--- config.mk ---
export PLATFORM = sky130hd
export DESIGN_NAME = interrupt_controller_cpu_interface_core_flat
export DESIGN_NICKNAME = d
export VERILOG_FILES = /design/src/rtl/intc_pkg.sv /design/src/rtl/intc_if.sv /design/src/rtl/intc_ram.sv /design/src/rtl/intc_ctrl.sv /design/src/rtl/intc_dp.sv /design/src/rtl/interrupt_controller_cpu_interface_core.sv /design/src/flat_wrapper.sv
export SDC_FILE = /design/constraint.sdc
export NUM_CORES = 2
export LEC_CHECK = 0
export ABC_CLOCK_PERIOD_IN_PS = 7200
export BUFFER_PORTS_ARGS = -buffer_cell sky130_fd_sc_hd__clkbuf_2
export CAP_MARGIN = 40
export CORE_MARGIN = 5
export CORE_UTILIZATION = 45
export DETAILED_ROUTE_END_ITERATION = 7
export GPL_ROUTABILITY_DRIVEN = 0
export GPL_TIMING_DRIVEN = 0
export PLACE_DENSITY = 0.66
export SYNTH_ARGS = -nofsm -noshare
export SYNTH_HDL_FRONTEND = slang
export SYNTH_HIERARCHICAL = 1
export SYNTH_SLANG_ARGS = --single-unit
--- constraint.sdc ---
create_clock -name clk -period 7.2 [get_ports clk]
set_clock_uncertainty 0.15 [all_clocks]
set_input_delay 0.72 -clock clk [delete_from_list [all_inputs] [get_ports clk]]
set_output_delay 0.72 -clock clk [all_outputs]
set_load 0.02 [all_outputs]
--- src/rtl/intc_pkg.sv ---
package intc_pkg;

  localparam int NUM_IRQ = 64;
  localparam int NUM_SGI = 16;
  localparam int IRQ_AW = $clog2(NUM_IRQ);
  localparam int CNT_W = IRQ_AW + 1;

  localparam logic [9:0] SPURIOUS = 10'h3FF;
  localparam logic [8:0] IDLE_PRIO = 9'h100;

  localparam logic [1:0] CFG_DIST_ENABLE = 2'd0;
  localparam logic [1:0] CFG_CPU_ENABLE = 2'd1;
  localparam logic [1:0] CFG_PRIORITY_MASK = 2'd2;

  localparam logic [3:0] CMD_LINE = 4'd0;
  localparam logic [3:0] CMD_SET_EN = 4'd1;
  localparam logic [3:0] CMD_CLR_EN = 4'd2;
  localparam logic [3:0] CMD_SET_PEND = 4'd3;
  localparam logic [3:0] CMD_CLR_PEND = 4'd4;
  localparam logic [3:0] CMD_SET_PRIO = 4'd5;
  localparam logic [3:0] CMD_SET_TRIG = 4'd6;
  localparam logic [3:0] CMD_ACK = 4'd7;
  localparam logic [3:0] CMD_EOI = 4'd8;

  typedef enum logic [3:0] {
    ST_CLEAR,
    ST_IDLE,
    ST_SCAN_A,
    ST_EXEC,
    ST_EOI_RD,
    ST_EOI_PRIO,
    ST_WALK,
    ST_SCAN_B,
    ST_OUT
  } state_t;

  typedef struct packed {
    logic take;
    logic clear;
    logic scan;
    logic exec;
    logic eoi_rd;
    logic eoi_prio;
    logic walk;
    logic out_load;
  } ctrl_cmd_t;

  typedef struct packed {
    logic clr_done;
    logic scan_last;
    logic eoi_go;
    logic eoi_cur;
    logic walk_ok;
    logic walk_done;
    logic out_free;
  } dp_status_t;

endpackage

--- src/rtl/intc_if.sv ---
interface intc_in_if;
  logic       valid;
  logic       ready;
  logic [3:0] cmd;
  logic [9:0] irq_id;
  logic [7:0] value;
  modport source (output valid, cmd, irq_id, value, input ready);
  modport sink (input valid, cmd, irq_id, value, output ready);
endinterface

interface intc_out_if;
  logic       valid;
  logic       ready;
  logic       irq_line;
  logic [9:0] pending_id;
  logic [9:0] ack_id;
  logic [8:0] running_prio;
  modport source (output valid, irq_line, pending_id, ack_id, running_prio, input ready);
  modport sink (input valid, irq_line, pending_id, ack_id, running_prio, output ready);
endinterface

--- src/rtl/intc_ram.sv ---
module intc_ram #(
  parameter int WIDTH = 8,
  parameter int DEPTH = 64
) (
  input  logic                     clk,
  input  logic                     we,
  input  logic [$clog2(DEPTH)-1:0] waddr,
  input  logic [WIDTH-1:0]         wdata,
  input  logic [$clog2(DEPTH)-1:0] raddr,
  output logic [WIDTH-1:0]         rdata
);

  logic [WIDTH-1:0] mem [DEPTH];

  always_ff @(posedge clk) begin
    if (we) begin
      mem[waddr] <= wdata;
    end
    rdata <= mem[raddr];
  end

endmodule

--- src/rtl/intc_ctrl.sv ---
module intc_ctrl
  import intc_pkg::*;
(
  input  logic       clk,
  input  logic       rst_n,
  input  logic       in_valid,
  input  dp_status_t sts,
  output ctrl_cmd_t  cmd
);

  state_t state_r, state_nxt;

  always_ff @(posedge clk) begin
    if (!rst_n) begin
      state_r <= ST_CLEAR;
    end else begin
      state_r <= state_nxt;
    end
  end

  always_comb begin
    state_nxt = state_r;
    case (state_r)
      ST_CLEAR: if (sts.clr_done) state_nxt = ST_IDLE;
      ST_IDLE: if (in_valid) state_nxt = ST_SCAN_A;
      ST_SCAN_A: if (sts.scan_last) state_nxt = ST_EXEC;
      ST_EXEC: begin
        if (sts.eoi_go) state_nxt = ST_EOI_RD;
        else state_nxt = ST_SCAN_B;
      end
      ST_EOI_RD: begin
        if (sts.eoi_cur) state_nxt = ST_EOI_PRIO;
        else if (sts.walk_ok) state_nxt = ST_WALK;
        else state_nxt = ST_SCAN_B;
      end
      ST_EOI_PRIO: state_nxt = ST_SCAN_B;
      ST_WALK: if (sts.walk_done) state_nxt = ST_SCAN_B;
      ST_SCAN_B: if (sts.scan_last) state_nxt = ST_OUT;
      ST_OUT: if (sts.out_free) state_nxt = ST_IDLE;
      default: state_nxt = ST_CLEAR;
    endcase
  end

  always_comb begin
    cmd = '0;
    case (state_r)
      ST_CLEAR: cmd.clear = 1'b1;
      ST_IDLE: cmd.take = 1'b1;
      ST_SCAN_A: cmd.scan = 1'b1;
      ST_EXEC: cmd.exec = 1'b1;
      ST_EOI_RD: cmd.eoi_rd = 1'b1;
      ST_EOI_PRIO: cmd.eoi_prio = 1'b1;
      ST_WALK: cmd.walk = 1'b1;
      ST_SCAN_B: cmd.scan = 1'b1;
      ST_OUT: cmd.out_load = sts.out_free;
      default: cmd = '0;
    endcase
  end

endmodule

--- src/rtl/intc_dp.sv ---
module intc_dp
  import intc_pkg::*;
(
  input  logic       clk,
  input  logic       rst_n,
  input  logic       cfg_we,
  input  logic [1:0] cfg_index,
  input  logic [7:0] cfg_data,
  input  logic       in_fire,
  input  logic [3:0] in_cmd,
  input  logic [9:0] in_irq_id,
  input  logic [7:0] in_value,
  input  logic       out_ready,
  input  ctrl_cmd_t  cmd,
  output dp_status_t sts,
  output logic       out_valid,
  output logic       out_irq_line,
  output logic [9:0] out_pending_id,
  output logic [9:0] out_ack_id,
  output logic [8:0] out_running_prio
);

  localparam logic [NUM_IRQ-1:0] EN_RESET = {{(NUM_IRQ-NUM_SGI){1'b0}}, {NUM_SGI{1'b1}}};
  localparam logic [CNT_W-1:0] CNT_LAST = CNT_W'(NUM_IRQ);
  localparam logic [CNT_W-1:0] IDX_LAST = CNT_W'(NUM_IRQ - 1);

  logic             dist_en_r, cpu_en_r;
  logic [7:0]       mask_r;
  logic [3:0]       cmd_r;
  logic [9:0]       id_r;
  logic [7:0]       val_r;
  logic [NUM_IRQ-1:0] en_r, pend_r, lvl_r, edge_r;
  logic [9:0]       cur_r;
  logic [8:0]       cprio_r;
  logic [CNT_W-1:0] cnt_r, clr_r, wn_r;
  logic [8:0]       bp_r;
  logic [9:0]       best_r;
  logic [9:0]       it_r, pid_r, ack_r;
  logic             out_valid_r, out_line_r;
  logic [9:0]       out_pend_r, out_ack_r;
  logic [8:0]       out_prio_r;

  logic [7:0]        prio_rd;
  logic [9:0]        prev_rd;
  logic [IRQ_AW-1:0] prio_raddr, prio_waddr, prev_raddr, prev_waddr;
  logic              prio_we, prev_we;
  logic [7:0]        prio_wdata;
  logic [9:0]        prev_wdata;

  logic              id_ok, fwd_en, win, ack_ok, scan_hit, walk_hit;
  logic [IRQ_AW-1:0] ix, sidx;
  logic [CNT_W-1:0]  cnt_m1;

  assign id_ok = (id_r < 10'(NUM_IRQ));
  assign ix = id_r[IRQ_AW-1:0];
  assign fwd_en = dist_en_r && cpu_en_r;
  assign win = fwd_en && (bp_r < {1'b0, mask_r});
  assign ack_ok = win && (bp_r < cprio_r);
  assign cnt_m1 = cnt_r - CNT_W'(1);
  assign sidx = cnt_m1[IRQ_AW-1:0];
  assign scan_hit = (cnt_r != '0) && en_r[sidx] && pend_r[sidx] && ({1'b0, prio_rd} < bp_r);
  assign walk_hit = (prev_rd == id_r);

  assign sts.clr_done = (clr_r == IDX_LAST);
  assign sts.scan_last = (cnt_r == CNT_LAST);
  assign sts.eoi_go = (cmd_r == CMD_EOI) && (cur_r != SPURIOUS) && id_ok;
  assign sts.eoi_cur = (id_r == cur_r);
  assign sts.walk_ok = (cur_r < 10'(NUM_IRQ));
  assign sts.walk_done = (prev_rd == SPURIOUS) || walk_hit || (prev_rd >= 10'(NUM_IRQ)) ||
                         (wn_r == IDX_LAST);
  assign sts.out_free = !out_valid_r || out_ready;

  always_comb begin
    prio_raddr = '0;
    prev_raddr = '0;
    prio_we = 1'b0;
    prio_waddr = '0;
    prio_wdata = '0;
    prev_we = 1'b0;
    prev_waddr = '0;
    prev_wdata = SPURIOUS;
    if (cmd.scan) prio_raddr = cnt_r[IRQ_AW-1:0];
    if (cmd.eoi_rd) prio_raddr = prev_rd[IRQ_AW-1:0];
    if (cmd.exec) prev_raddr = ix;
    if (cmd.eoi_rd) prev_raddr = cur_r[IRQ_AW-1:0];
    if (cmd.walk) prev_raddr = prev_rd[IRQ_AW-1:0];
    if (cmd.clear) begin
      prio_we = 1'b1;
      prio_waddr = clr_r[IRQ_AW-1:0];
      prev_we = 1'b1;
      prev_waddr = clr_r[IRQ_AW-1:0];
    end
    if (cmd.exec && cmd_r == CMD_SET_PRIO && id_ok) begin
      prio_we = 1'b1;
      prio_waddr = ix;
      prio_wdata = val_r;
    end
    if (cmd.exec && cmd_r == CMD_ACK && ack_ok) begin
      prev_we = 1'b1;
      prev_waddr = best_r[IRQ_AW-1:0];
      prev_wdata = cur_r;
    end
    if (cmd.walk && walk_hit) begin
      prev_we = 1'b1;
      prev_waddr = it_r[IRQ_AW-1:0];
      prev_wdata = pid_r;
    end
  end

  intc_ram #(.WIDTH(8), .DEPTH(NUM_IRQ)) u_prio_ram (
    .clk   (clk),
    .we    (prio_we),
    .waddr (prio_waddr),
    .wdata (prio_wdata),
    .raddr (prio_raddr),
    .rdata (prio_rd)
  );

  intc_ram #(.WIDTH(10), .DEPTH(NUM_IRQ)) u_prev_ram (
    .clk   (clk),
    .we    (prev_we),
    .waddr (prev_waddr),
    .wdata (prev_wdata),
    .raddr (prev_raddr),
    .rdata (prev_rd)
  );

  always_ff @(posedge clk) begin
    if (!rst_n) begin
      dist_en_r <= 1'b0;
      cpu_en_r <= 1'b0;
      mask_r <= '0;
    end else if (cfg_we) begin
      case (cfg_index)
        CFG_DIST_ENABLE: dist_en_r <= cfg_data[0];
        CFG_CPU_ENABLE: cpu_en_r <= cfg_data[0];
        CFG_PRIORITY_MASK: mask_r <= cfg_data;
        default: ;
      endcase
    end
  end

  always_ff @(posedge clk) begin
    if (in_fire) begin
      cmd_r <= in_cmd;
      id_r <= in_irq_id;
      val_r <= in_value;
    end
    if (cmd.scan) begin
      if (cnt_r == '0) begin
        bp_r <= IDLE_PRIO;
        best_r <= SPURIOUS;
      end else if (scan_hit) begin
        bp_r <= {1'b0, prio_rd};
        best_r <= 10'(sidx);
      end
    end
    if (cmd.eoi_rd) begin
      pid_r <= prev_rd;
      it_r <= cur_r;
    end
    if (cmd.walk) it_r <= prev_rd;
  end

  always_ff @(posedge clk) begin
    if (!rst_n) begin
      cnt_r <= '0;
      clr_r <= '0;
      wn_r <= '0;
    end else begin
      cnt_r <= (cmd.scan && !sts.scan_last) ? cnt_r + CNT_W'(1) : '0;
      if (cmd.clear) clr_r <= clr_r + CNT_W'(1);
      wn_r <= cmd.walk ? wn_r + CNT_W'(1) : '0;
    end
  end

  always_ff @(posedge clk) begin
    if (!rst_n) begin
      en_r <= EN_RESET;
      pend_r <= '0;
      lvl_r <= '0;
      edge_r <= '1;
      cur_r <= SPURIOUS;
      cprio_r <= IDLE_PRIO;
      ack_r <= SPURIOUS;
    end else begin
      if (in_fire) ack_r <= SPURIOUS;
      if (cmd.exec) begin
        case (cmd_r)
          CMD_LINE: begin
            if (id_ok) begin
              if (edge_r[ix]) begin
                if (val_r[0] && !lvl_r[ix]) pend_r[ix] <= 1'b1;
              end else begin
                pend_r[ix] <= val_r[0];
              end
              lvl_r[ix] <= val_r[0];
            end
          end
          CMD_SET_EN: begin
            if (id_ok) begin
              en_r[ix] <= 1'b1;
              if (!edge_r[ix] && lvl_r[ix]) pend_r[ix] <= 1'b1;
            end
          end
          CMD_CLR_EN: if (id_ok && id_r >= 10'(NUM_SGI)) en_r[ix] <= 1'b0;
          CMD_SET_PEND: if (id_ok) pend_r[ix] <= 1'b1;
          CMD_CLR_PEND: if (id_ok) pend_r[ix] <= 1'b0;
          CMD_SET_TRIG: if (id_ok) edge_r[ix] <= val_r[0];
          CMD_ACK: begin
            if (ack_ok) begin
              pend_r[best_r[IRQ_AW-1:0]] <= 1'b0;
              cur_r <= best_r;
              cprio_r <= bp_r;
              ack_r <= best_r;
            end
          end
          default: ;
        endcase
      end
      if (cmd.eoi_rd && sts.eoi_cur) cur_r <= prev_rd;
      if (cmd.eoi_prio) cprio_r <= (cur_r < 10'(NUM_IRQ)) ? {1'b0, prio_rd} : IDLE_PRIO;
    end
  end

  always_ff @(posedge clk) begin
    if (!rst_n) begin
      out_valid_r <= 1'b0;
    end else if (cmd.out_load) begin
      out_valid_r <= 1'b1;
    end else if (out_ready) begin
      out_valid_r <= 1'b0;
    end
  end

  always_ff @(posedge clk) begin
    if (cmd.out_load) begin
      out_line_r <= ack_ok;
      out_pend_r <= win ? best_r : SPURIOUS;
      out_ack_r <= ack_r;
      out_prio_r <= cprio_r;
    end
  end

  assign out_valid = out_valid_r;
  assign out_irq_line = out_line_r;
  assign out_pending_id = out_pend_r;
  assign out_ack_id = out_ack_r;
  assign out_running_prio = out_prio_r;

  // The running priority follows the current interrupt in the cycle after it, on an
  // end of interrupt of the current interrupt.
  a_idle_pair: assert property (@(posedge clk) disable iff (!rst_n)
    !cmd.eoi_prio |-> (cur_r == SPURIOUS) == (cprio_r == IDLE_PRIO))
    else $error("running priority and current interrupt disagree");

  a_line_has_winner: assert property (@(posedge clk) disable iff (!rst_n)
    out_valid_r && out_line_r |-> out_pend_r != SPURIOUS)
    else $error("irq line raised without a pending winner");

  a_ack_runs: assert property (@(posedge clk) disable iff (!rst_n)
    out_valid_r && out_ack_r != SPURIOUS |-> out_prio_r != IDLE_PRIO)
    else $error("acknowledged interrupt without running priority");

endmodule

--- src/rtl/interrupt_controller_cpu_interface_core.sv ---
// Single-CPU interrupt controller with the CPU interface: one result word per
// command word. After reset a clearing pass initializes the priority and
// active-chain memories before the first word is accepted. Each word passes
// the accept state, a priority scan through the single read port of the
// priority memory, the command state, a second scan and the output state.
// An end of interrupt of the current interrupt adds a read state and a
// priority state; any other in-range end of interrupt while one is active adds a
// read state plus a walk of the active chain, one link per cycle. A stalled
// output word holds the block in its output state.
module interrupt_controller_cpu_interface_core
  import intc_pkg::*;
(
  input  logic       clk,
  input  logic       rst_n,
  input  logic       cfg_we,
  input  logic [1:0] cfg_index,
  input  logic [7:0] cfg_data,
  intc_in_if.sink    in_ch,
  intc_out_if.source out_ch
);

  ctrl_cmd_t  cmd;
  dp_status_t sts;
  logic       in_fire;

  assign in_ch.ready = cmd.take;
  assign in_fire = in_ch.valid && cmd.take;

  intc_ctrl u_ctrl (
    .clk      (clk),
    .rst_n    (rst_n),
    .in_valid (in_ch.valid),
    .sts      (sts),
    .cmd      (cmd)
  );

  intc_dp u_dp (
    .clk              (clk),
    .rst_n            (rst_n),
    .cfg_we           (cfg_we),
    .cfg_index        (cfg_index),
    .cfg_data         (cfg_data),
    .in_fire          (in_fire),
    .in_cmd           (in_ch.cmd),
    .in_irq_id        (in_ch.irq_id),
    .in_value         (in_ch.value),
    .out_ready        (out_ch.ready),
    .cmd              (cmd),
    .sts              (sts),
    .out_valid        (out_ch.valid),
    .out_irq_line     (out_ch.irq_line),
    .out_pending_id   (out_ch.pending_id),
    .out_ack_id       (out_ch.ack_id),
    .out_running_prio (out_ch.running_prio)
  );

endmodule

--- src/flat_wrapper.sv ---
// flat-port wrapper written by rule: the top's interface ports become plain ports
module interrupt_controller_cpu_interface_core_flat import intc_pkg::*;
  (clk, rst_n, cfg_we, cfg_index, cfg_data, in_ch_valid, in_ch_cmd, in_ch_irq_id, in_ch_value, in_ch_ready, out_ch_valid, out_ch_irq_line, out_ch_pending_id, out_ch_ack_id, out_ch_running_prio, out_ch_ready);
  intc_in_if in_ch_i ();
  intc_out_if out_ch_i ();
  input  logic clk;
  input  logic rst_n;
  input  logic cfg_we;
  input  logic [1:0] cfg_index;
  input  logic [7:0] cfg_data;
  input wire logic [$bits(in_ch_i.valid)-1:0] in_ch_valid;
  input wire logic [$bits(in_ch_i.cmd)-1:0] in_ch_cmd;
  input wire logic [$bits(in_ch_i.irq_id)-1:0] in_ch_irq_id;
  input wire logic [$bits(in_ch_i.value)-1:0] in_ch_value;
  output wire logic [$bits(in_ch_i.ready)-1:0] in_ch_ready;
  output wire logic [$bits(out_ch_i.valid)-1:0] out_ch_valid;
  output wire logic [$bits(out_ch_i.irq_line)-1:0] out_ch_irq_line;
  output wire logic [$bits(out_ch_i.pending_id)-1:0] out_ch_pending_id;
  output wire logic [$bits(out_ch_i.ack_id)-1:0] out_ch_ack_id;
  output wire logic [$bits(out_ch_i.running_prio)-1:0] out_ch_running_prio;
  input wire logic [$bits(out_ch_i.ready)-1:0] out_ch_ready;
  assign in_ch_i.valid = in_ch_valid;
  assign in_ch_i.cmd = in_ch_cmd;
  assign in_ch_i.irq_id = in_ch_irq_id;
  assign in_ch_i.value = in_ch_value;
  assign in_ch_ready = in_ch_i.ready;
  assign out_ch_valid = out_ch_i.valid;
  assign out_ch_irq_line = out_ch_i.irq_line;
  assign out_ch_pending_id = out_ch_i.pending_id;
  assign out_ch_ack_id = out_ch_i.ack_id;
  assign out_ch_running_prio = out_ch_i.running_prio;
  assign out_ch_i.ready = out_ch_ready;
  interrupt_controller_cpu_interface_core u_core (.clk(clk), .rst_n(rst_n), .cfg_we(cfg_we), .cfg_index(cfg_index), .cfg_data(cfg_data), .in_ch(in_ch_i), .out_ch(out_ch_i));
endmodule
Yosys cells after proc, flatten, opt, wreduce, memory -nomap -nowiden
Memories as Yosys holds them, arrays and structs flattened. A register that Yosys moved wholly into a read port is not among the register bits.
Cells that the tools add are included.
- memory bits (writable): 1152
- input port bits: 37
- output and inout bits: 32
- logic and storage cells: 233
- memories kept: 2
- bits in registers: 408
- memory list (memory ; depth ; width ; read ports ; clocked after Yosys merged registers in ; wr ports ; RTL line ; source):
    u_core.u_dp.u_prev_ram.mem ; 64 ; 10 ; 1 ; 1 ; 1 ; intc_ram.sv:13 ; logic [WIDTH-1:0] mem [DEPTH];
    u_core.u_dp.u_prio_ram.mem ; 64 ; 8 ; 1 ; 1 ; 1 ; intc_ram.sv:13 ;
- bitwise operators: 7
- reduce and logical (&&, ||, !) cells: 59
- multiplexer cells: 84
- magnitude comparators: 12
- equal/unequal tests: 39
- $add $sub $neg: 4
- operators with widths (cell ; count):
    64-bit 2-to-1 mux ; 10
    64-bit case mux with 5 select lines ; 1
    64-bit bitwise AND ; 3
    64-bit bitwise mux ; 3
    64-bit inverter ; 2
    64-bit OR ; 2
    64-bit case mux with 2 select lines ; 1
    10-bit 2-to-1 mux ; 11
    6-bit 2-to-1 mux ; 11
    9-bit 2-to-1 mux ; 6
    4-bit case mux with 9 select lines ; 1
    4-bit by 3-bit equality test with 1-bit output, second input constant ; 8
    1-bit 2-to-1 mux ; 25
    1-bit binary-select mux with 6-bit select ; 4
    4-bit 2-to-1 mux ; 6
    2-bit != test, second input constant ; 11
    7-bit by 1-bit adder with 7-bit output, second input constant ; 3
    1-bit logical AND ; 21
    6-bit by 7-bit < comparator with 1-bit output, second input constant ; 3
    10-bit equality test ; 2
    10-bit by 7-bit < comparator with 1-bit output, second input constant ; 2
    2-bit nonzero test ; 10
    4-bit by 2-bit equality test with 1-bit output, second input constant ; 4
    7-bit by 6-bit equality test with 1-bit output, second input constant ; 2
    other kinds (32) ; 53

Longest topological paths before layout
- depth after elaboration: 9
- mapped depth: 17
- gate-level depth less buffers: 13

Modules after synthesis
The synthesis kept the hierarchy.
- by module, submodules not included (module ; cells each ; times used ; sequential area each (um2) ; area an instance (um2)):
    intc_ram at u_core.u_dp.u_prev_ram ; 1136 ; 1 ; 19418.6 ; 24984.0
    intc_dp ; 2363 ; 1 ; 8748.4 ; 20251.9
    intc_ram at u_core.u_dp.u_prio_ram ; 940 ; 1 ; 15534.9 ; 20166.8
    intc_ctrl ; 54 ; 1 ; 80.1 ; 390.4
    interrupt_controller_cpu_interface_core ; 1 ; 1 ; 0.0 ; 6.3

Worst setup path after synthesis
No wires, ideal clock.
- path kind: reg2reg
- start point: register u_core.u_dp.id_r[1]
- end point: memory u_core.u_dp.u_prev_ram.mem[0][0] (data pin)
- required time: 6.462 ns
- buffers on the path: 5
- arrival: 4.290 ns
- stages on the path, launching flop included: 11
- library setup time: 0.588 ns
- period minus slack after synthesis: 5.027 ns
- setup slack: 2.173 ns
- cell sequence: edfxtp_1 > clkbuf_1 > clkbuf_1 > buf_2 > buf_1 > xnor2_1 > nand4_1 > nor4_1 > nand2_1 > clkbuf_1 > a31oi_1
- longest elaborated chain between the ends: 3
- RTL lines (what ; RTL line ; source):
    from (decl) ; intc_dp.sv:30 ; logic [9:0] id_r;
    from (signal assigned) ; intc_dp.sv:146 ; id_r <= in_irq_id;
    10-bit equality test ; intc_dp.sv:62 ; assign walk_hit = (prev_rd == id_r);
    1-bit logical AND ; intc_dp.sv:103 ; if (cmd.walk && walk_hit) begin
    10-bit 2-to-1 mux ; intc_dp.sv:103 ;
    net u_core.u_dp.prev_wdata[0] ; intc_dp.sv:48 ; logic [9:0] prev_wdata;
    to (decl) ; intc_ram.sv:13 ;
The timed path passes the listed nets, and every way through them passes these cells.

Final worst setup path
- start point: register u_core.u_dp.id_r[1]
- end point: memory u_core.u_dp.u_prev_ram.mem[21][1], enable pin
- elaborated cells on any way between the ends: 6
- those cells by class: eq/ne (1); mux (4); reduce/logical (1)
- RTL lines (what ; RTL line ; source):
    10-bit equality test ; intc_dp.sv:62 ;
    1-bit logical AND ; intc_dp.sv:103 ;
    6-bit 2-to-1 mux ; intc_dp.sv:103 ;
    net u_core.u_dp.prev_waddr[2] ; intc_dp.sv:45 ; logic [IRQ_AW-1:0] prio_raddr, prio_waddr, prev_raddr, prev_waddr;
The timed path passes the listed nets, and every way through them passes these cells.

==> impl_metrics.yaml <==
drt:
  drc: 1
  drt-initial-drc-count: 6012
  totalWireLength_microns: 195000
  wl_per_cell_microns: 28.1
  vias: 43878
  first_pass_iters: 8
  drtAntennaViolNets: 0
  avgViaCountPerCell: 6.30
global_routing:
  grt_pass1_vias: 42356
  grtUsageTotal_pct: 25.0
  grt_pass1_wl_microns: 283000
  antenna_found_initial: 2
  grt_max_degree: 48
  grt-ovfl-total: 0
cts:
  cts_tree: "yes"
  cts_sinks: 1571
  root_buffer: "clkbuf_16"
  post_cts_buffers: 0
  cts_max_path_buffers: 3
  clk_latency_ns: 0.82
  cts_htree_levels: 4
  numCtsBuffers: 160
  clkTransAtPathRegs_ns: 0.06
logic_synthesis:
  synth_fp_nets: 4558
  yosysSeqAreaShare_pct: 66.5
  synthMuxAreaShare_pct: 12.7
  yosys-top-cells-area: "edfxtp_1 56%, mux4_2 11%, dfxtp_1 10%"
  synth_adder_area_share_pct: 0.513
  syn_area_sq_um: 65800
  synth-simple-area-share_pct: 7.19
  synthXorXnorAreaFrac_pct: 0.546
  synth_compound_area_share_pct: 9.88
  synth_common_cells: "1232 x edfxtp_1, 413 x nor2_1, 339 x dfxtp_1, 329 x mux4_2, 265 x o21ai_0"
  synth-seq-cells: 1571
  synth_cells: 4494
  yosys_most_used_dff: "edfxtp_1"
  synth_top_family_by_area: "multiplexers"
  async_reset_ff_share_pct: 0
  yosysMostFrequentCell: "edfxtp_1"
  syn_area_per_cell_sq_um: 14.6
  synth_top_cell_by_area: "edfxtp_1"
  synth.distinct_cells: 75
  synth_top_area_share_pct: 56.2
  yosysWarnings: 6
  synth_edf_count: 1232
timing:
  rsz0062_at_grt: "false"
  min_period_over_period_pct: 97.2
  period_needed_ns: 7.00
  timing.hold.ws_ns: 0.150
  maxSlewHeadroom_pct: 32.6
  fmax_mhz: 143
  hold_viol_final: 0
  slew_violations: 0
  tightest_slew_ns: 1.00
  report.final.setup_viol: 0
setup_path:
  cpPeakStageDelay_ns: 0.70
  cpMaxStageDelayCell: "clkbuf_1"
  crit_cells: 15
  startpoint: "u_core/u_dp/id_r[1]"
  crit_buf_inv: 7
  critPathRequiredTime_ns: 7.55
  timing.rr.end: "u_core/u_dp/u_prev_ram/mem[21][1]"
  crit_arrival_ns: 7.35
  path_class: "reg -> reg"
  cpMostUsedCell: "clkbuf_1"
  start_kind: "flip-flop"
  worstPathMaxFanout: 10
  crit_path_end_kind: "flip-flop"
  worstPathCellList: "clkbuf_1 > clkbuf_1 > buf_2 > buf_1 > xnor2_1 > nand4_1 > nor4_1 > nand2_1 > clkbuf_1 > a21oi_1 > clkbuf_1 > nor2b_1 > nand3_1 > nor2_1 > buf_4"
  rr_worst_depth: 15
  r2r-start: "u_core/u_dp/id_r[1]"
  critPathTopFamily: "buffers and inverters"
  timing.critical_path.to: "u_core/u_dp/u_prev_ram/mem[21][1]"
  regToRegSetupSlack_ns: 0.20
final_layout:
  fillers: 11829
  post_route_cells_drive_above_1_share_pct: 18.7
  instances_no_fill: 6961
  nets: 4977
  area_delta_synth_final_pct: 15.6
floorplan:
  io_pins: 69
  num_rows: 140
  die_width_microns: 392
  core-area_sq_um: 146000
  initial_core_util_pct: 45.2
  die_y_microns: 392
  fp.dieArea_sq_um: 154000
placed_design:
  io_buffers: 68
  placed_cells: 6634
  dp_hpwl_microns: 138000
power_and_ir_drop:
  total_power_mw: 19.1
  power_density_nw_per_um2: 251
  ir_drop_uv: 259
  cellLeakagePower_nw: 24.7
status:
  violations: "design-rule violations"
  status: "finished, violations left"
min_path:
  holdPathStages: 4
  hold_path.class: "in -> reg"
flow_run:
  cap_viol_max_count: 0
sequential cells by signal, indices dropped and copies added, names as in the netlist, 8 cells and up, named ones only:
| signal | flops |
|---|---|
| u_core/u_dp/mask_r | 8 |
| u_core/u_dp/val_r | 8 |
| u_core/u_dp/edge_r | 64 |
| u_core/u_dp/u_prev_ram/rdata | 10 |
| u_core/u_dp/out_ack_id | 10 |
| u_core/u_dp/id_r | 10 |
| u_core/u_dp/pid_r | 10 |
| u_core/u_dp/pend_r | 64 |
| u_core/u_dp/u_prio_ram/rdata | 8 |
| u_core/u_dp/bp_r | 8 |
| u_core/u_dp/cur_r | 10 |
| u_core/u_dp/out_running_prio | 9 |
| u_core/u_dp/u_prev_ram/mem | 640 |
| u_core/u_dp/lvl_r | 64 |
| u_core/u_dp/cprio_r | 9 |
| u_core/u_dp/ack_r | 10 |
| u_core/u_dp/u_prio_ram/mem | 512 |
worst min-delay path by stage:
stage,startpoint,to,slack [ns]
after global placement,u_core/u_dp/ack_r[1],u_core/u_dp/out_ack_id[1],0.27
after detailed placement,u_core/u_dp/ack_r[6],u_core/u_dp/out_ack_id[6],0.27
final,cfg_index[0],u_core/u_dp/dist_en_r,0.15
after CTS,rst_n,u_core/u_ctrl/state_r[0],0.09
after floorplan,u_core/u_dp/ack_r[6],u_core/u_dp/out_ack_id[6],0.26
after global routing,rst_n,u_core/u_ctrl/state_r[2],0.14
cell type report:
class / count / area (sq um) / area share (%)
sequential: 1571 / 43800 / 57.6
multi-input combinational: 2538 / 20500 / 27.0
clock buffer: 204 / 4280 / 5.62
tap: 1917 / 2400 / 3.15
timing repair buffer: 257 / 2390 / 3.15
buffer: 341 / 1580 / 2.07
clock inverter: 86 / 953 / 1.25
inverter: 44 / 165 / 0.217
antenna: 3 / 7.51 / 0.00987
cells by family (layout without fill, tap and decap cells):
group,Yosys count,in the layout
xor gates and xnor gates,41,41
other,0,3
buffers and inverters,385,932
and+or+nand+nor,1048,1048
muxes,421,421
DFF,1571,1571
adders and majority gates,27,27
AOI/OAI and AO/OA,1001,1001
report_power, final:
group | total, mW | internal (mW) | switching [mW]
Sequential | 9.89 | 9.82 | 0.0680
Combinational | 0.940 | 0.263 | 0.678
Clock | 8.27 | 4.71 | 3.56
per-stage QoR:
step	TNS, ns	utilization (%)	area [sq um]	setup slack (ns)
floorplan	0	-	65800	2.17
global placement	-1009.41	47.1	68500	-2.06
detailed placement	0	48.4	70500	0.673
CTS	0	52.2	76000	0.616
global route	0	52.2	76000	0.112
finish	0	52.2	76100	0.200
cell usage in the layout, fill, tap and decap left out, types with 76 or more instances in the layout:
| cell type | netlist | routed |
|---|---|---|
| mux2i_1 | 77 | 77 |
| dfxtp_1 | 339 | 339 |
| nor2_1 | 413 | 413 |
| clkbuf_16 | 0 | 161 |
| mux4_2 | 329 | 329 |
| clkbuf_1 | 224 | 257 |
| nand3_1 | 151 | 151 |
| nand2_1 | 257 | 257 |
| edfxtp_1 | 1232 | 1232 |
| a21oi_1 | 253 | 249 |
| a221oi_1 | 76 | 76 |
| o21ai_0 | 265 | 264 |
| buf_4 | 28 | 110 |
metal layers:
metal	part of all wire (%)	global-route usage, %	vias up
li1	-	-	18610
met1	38	33.7	21801
met2	44	37.8	2834
met3	11	6.67	631
met4	5.8	12.2	2
met5	0.0067	0	-
worst register-to-register path, stage by stage (launching register included):
cell and delay, ns:
edfxtp_1 0.31, clkbuf_1 0.70, clkbuf_1 0.44, buf_2 0.39, buf_1 0.70, xnor2_1 0.20, nand4_1 0.11, nor4_1 0.37
nand2_1 0.29, clkbuf_1 0.44, a21oi_1 0.39, clkbuf_1 0.40, nor2b_1 0.27, nand3_1 0.53, nor2_1 0.70, buf_4 0.28
repair_timing:
| action | CTS | global route |
|---|---|---|
| hold buffers | 30 | 0 |
| endpoints found under the hold margin | 30 | 0 |
| resized for setup | 0 | 0 |
(Power assumes the default switching activity.)
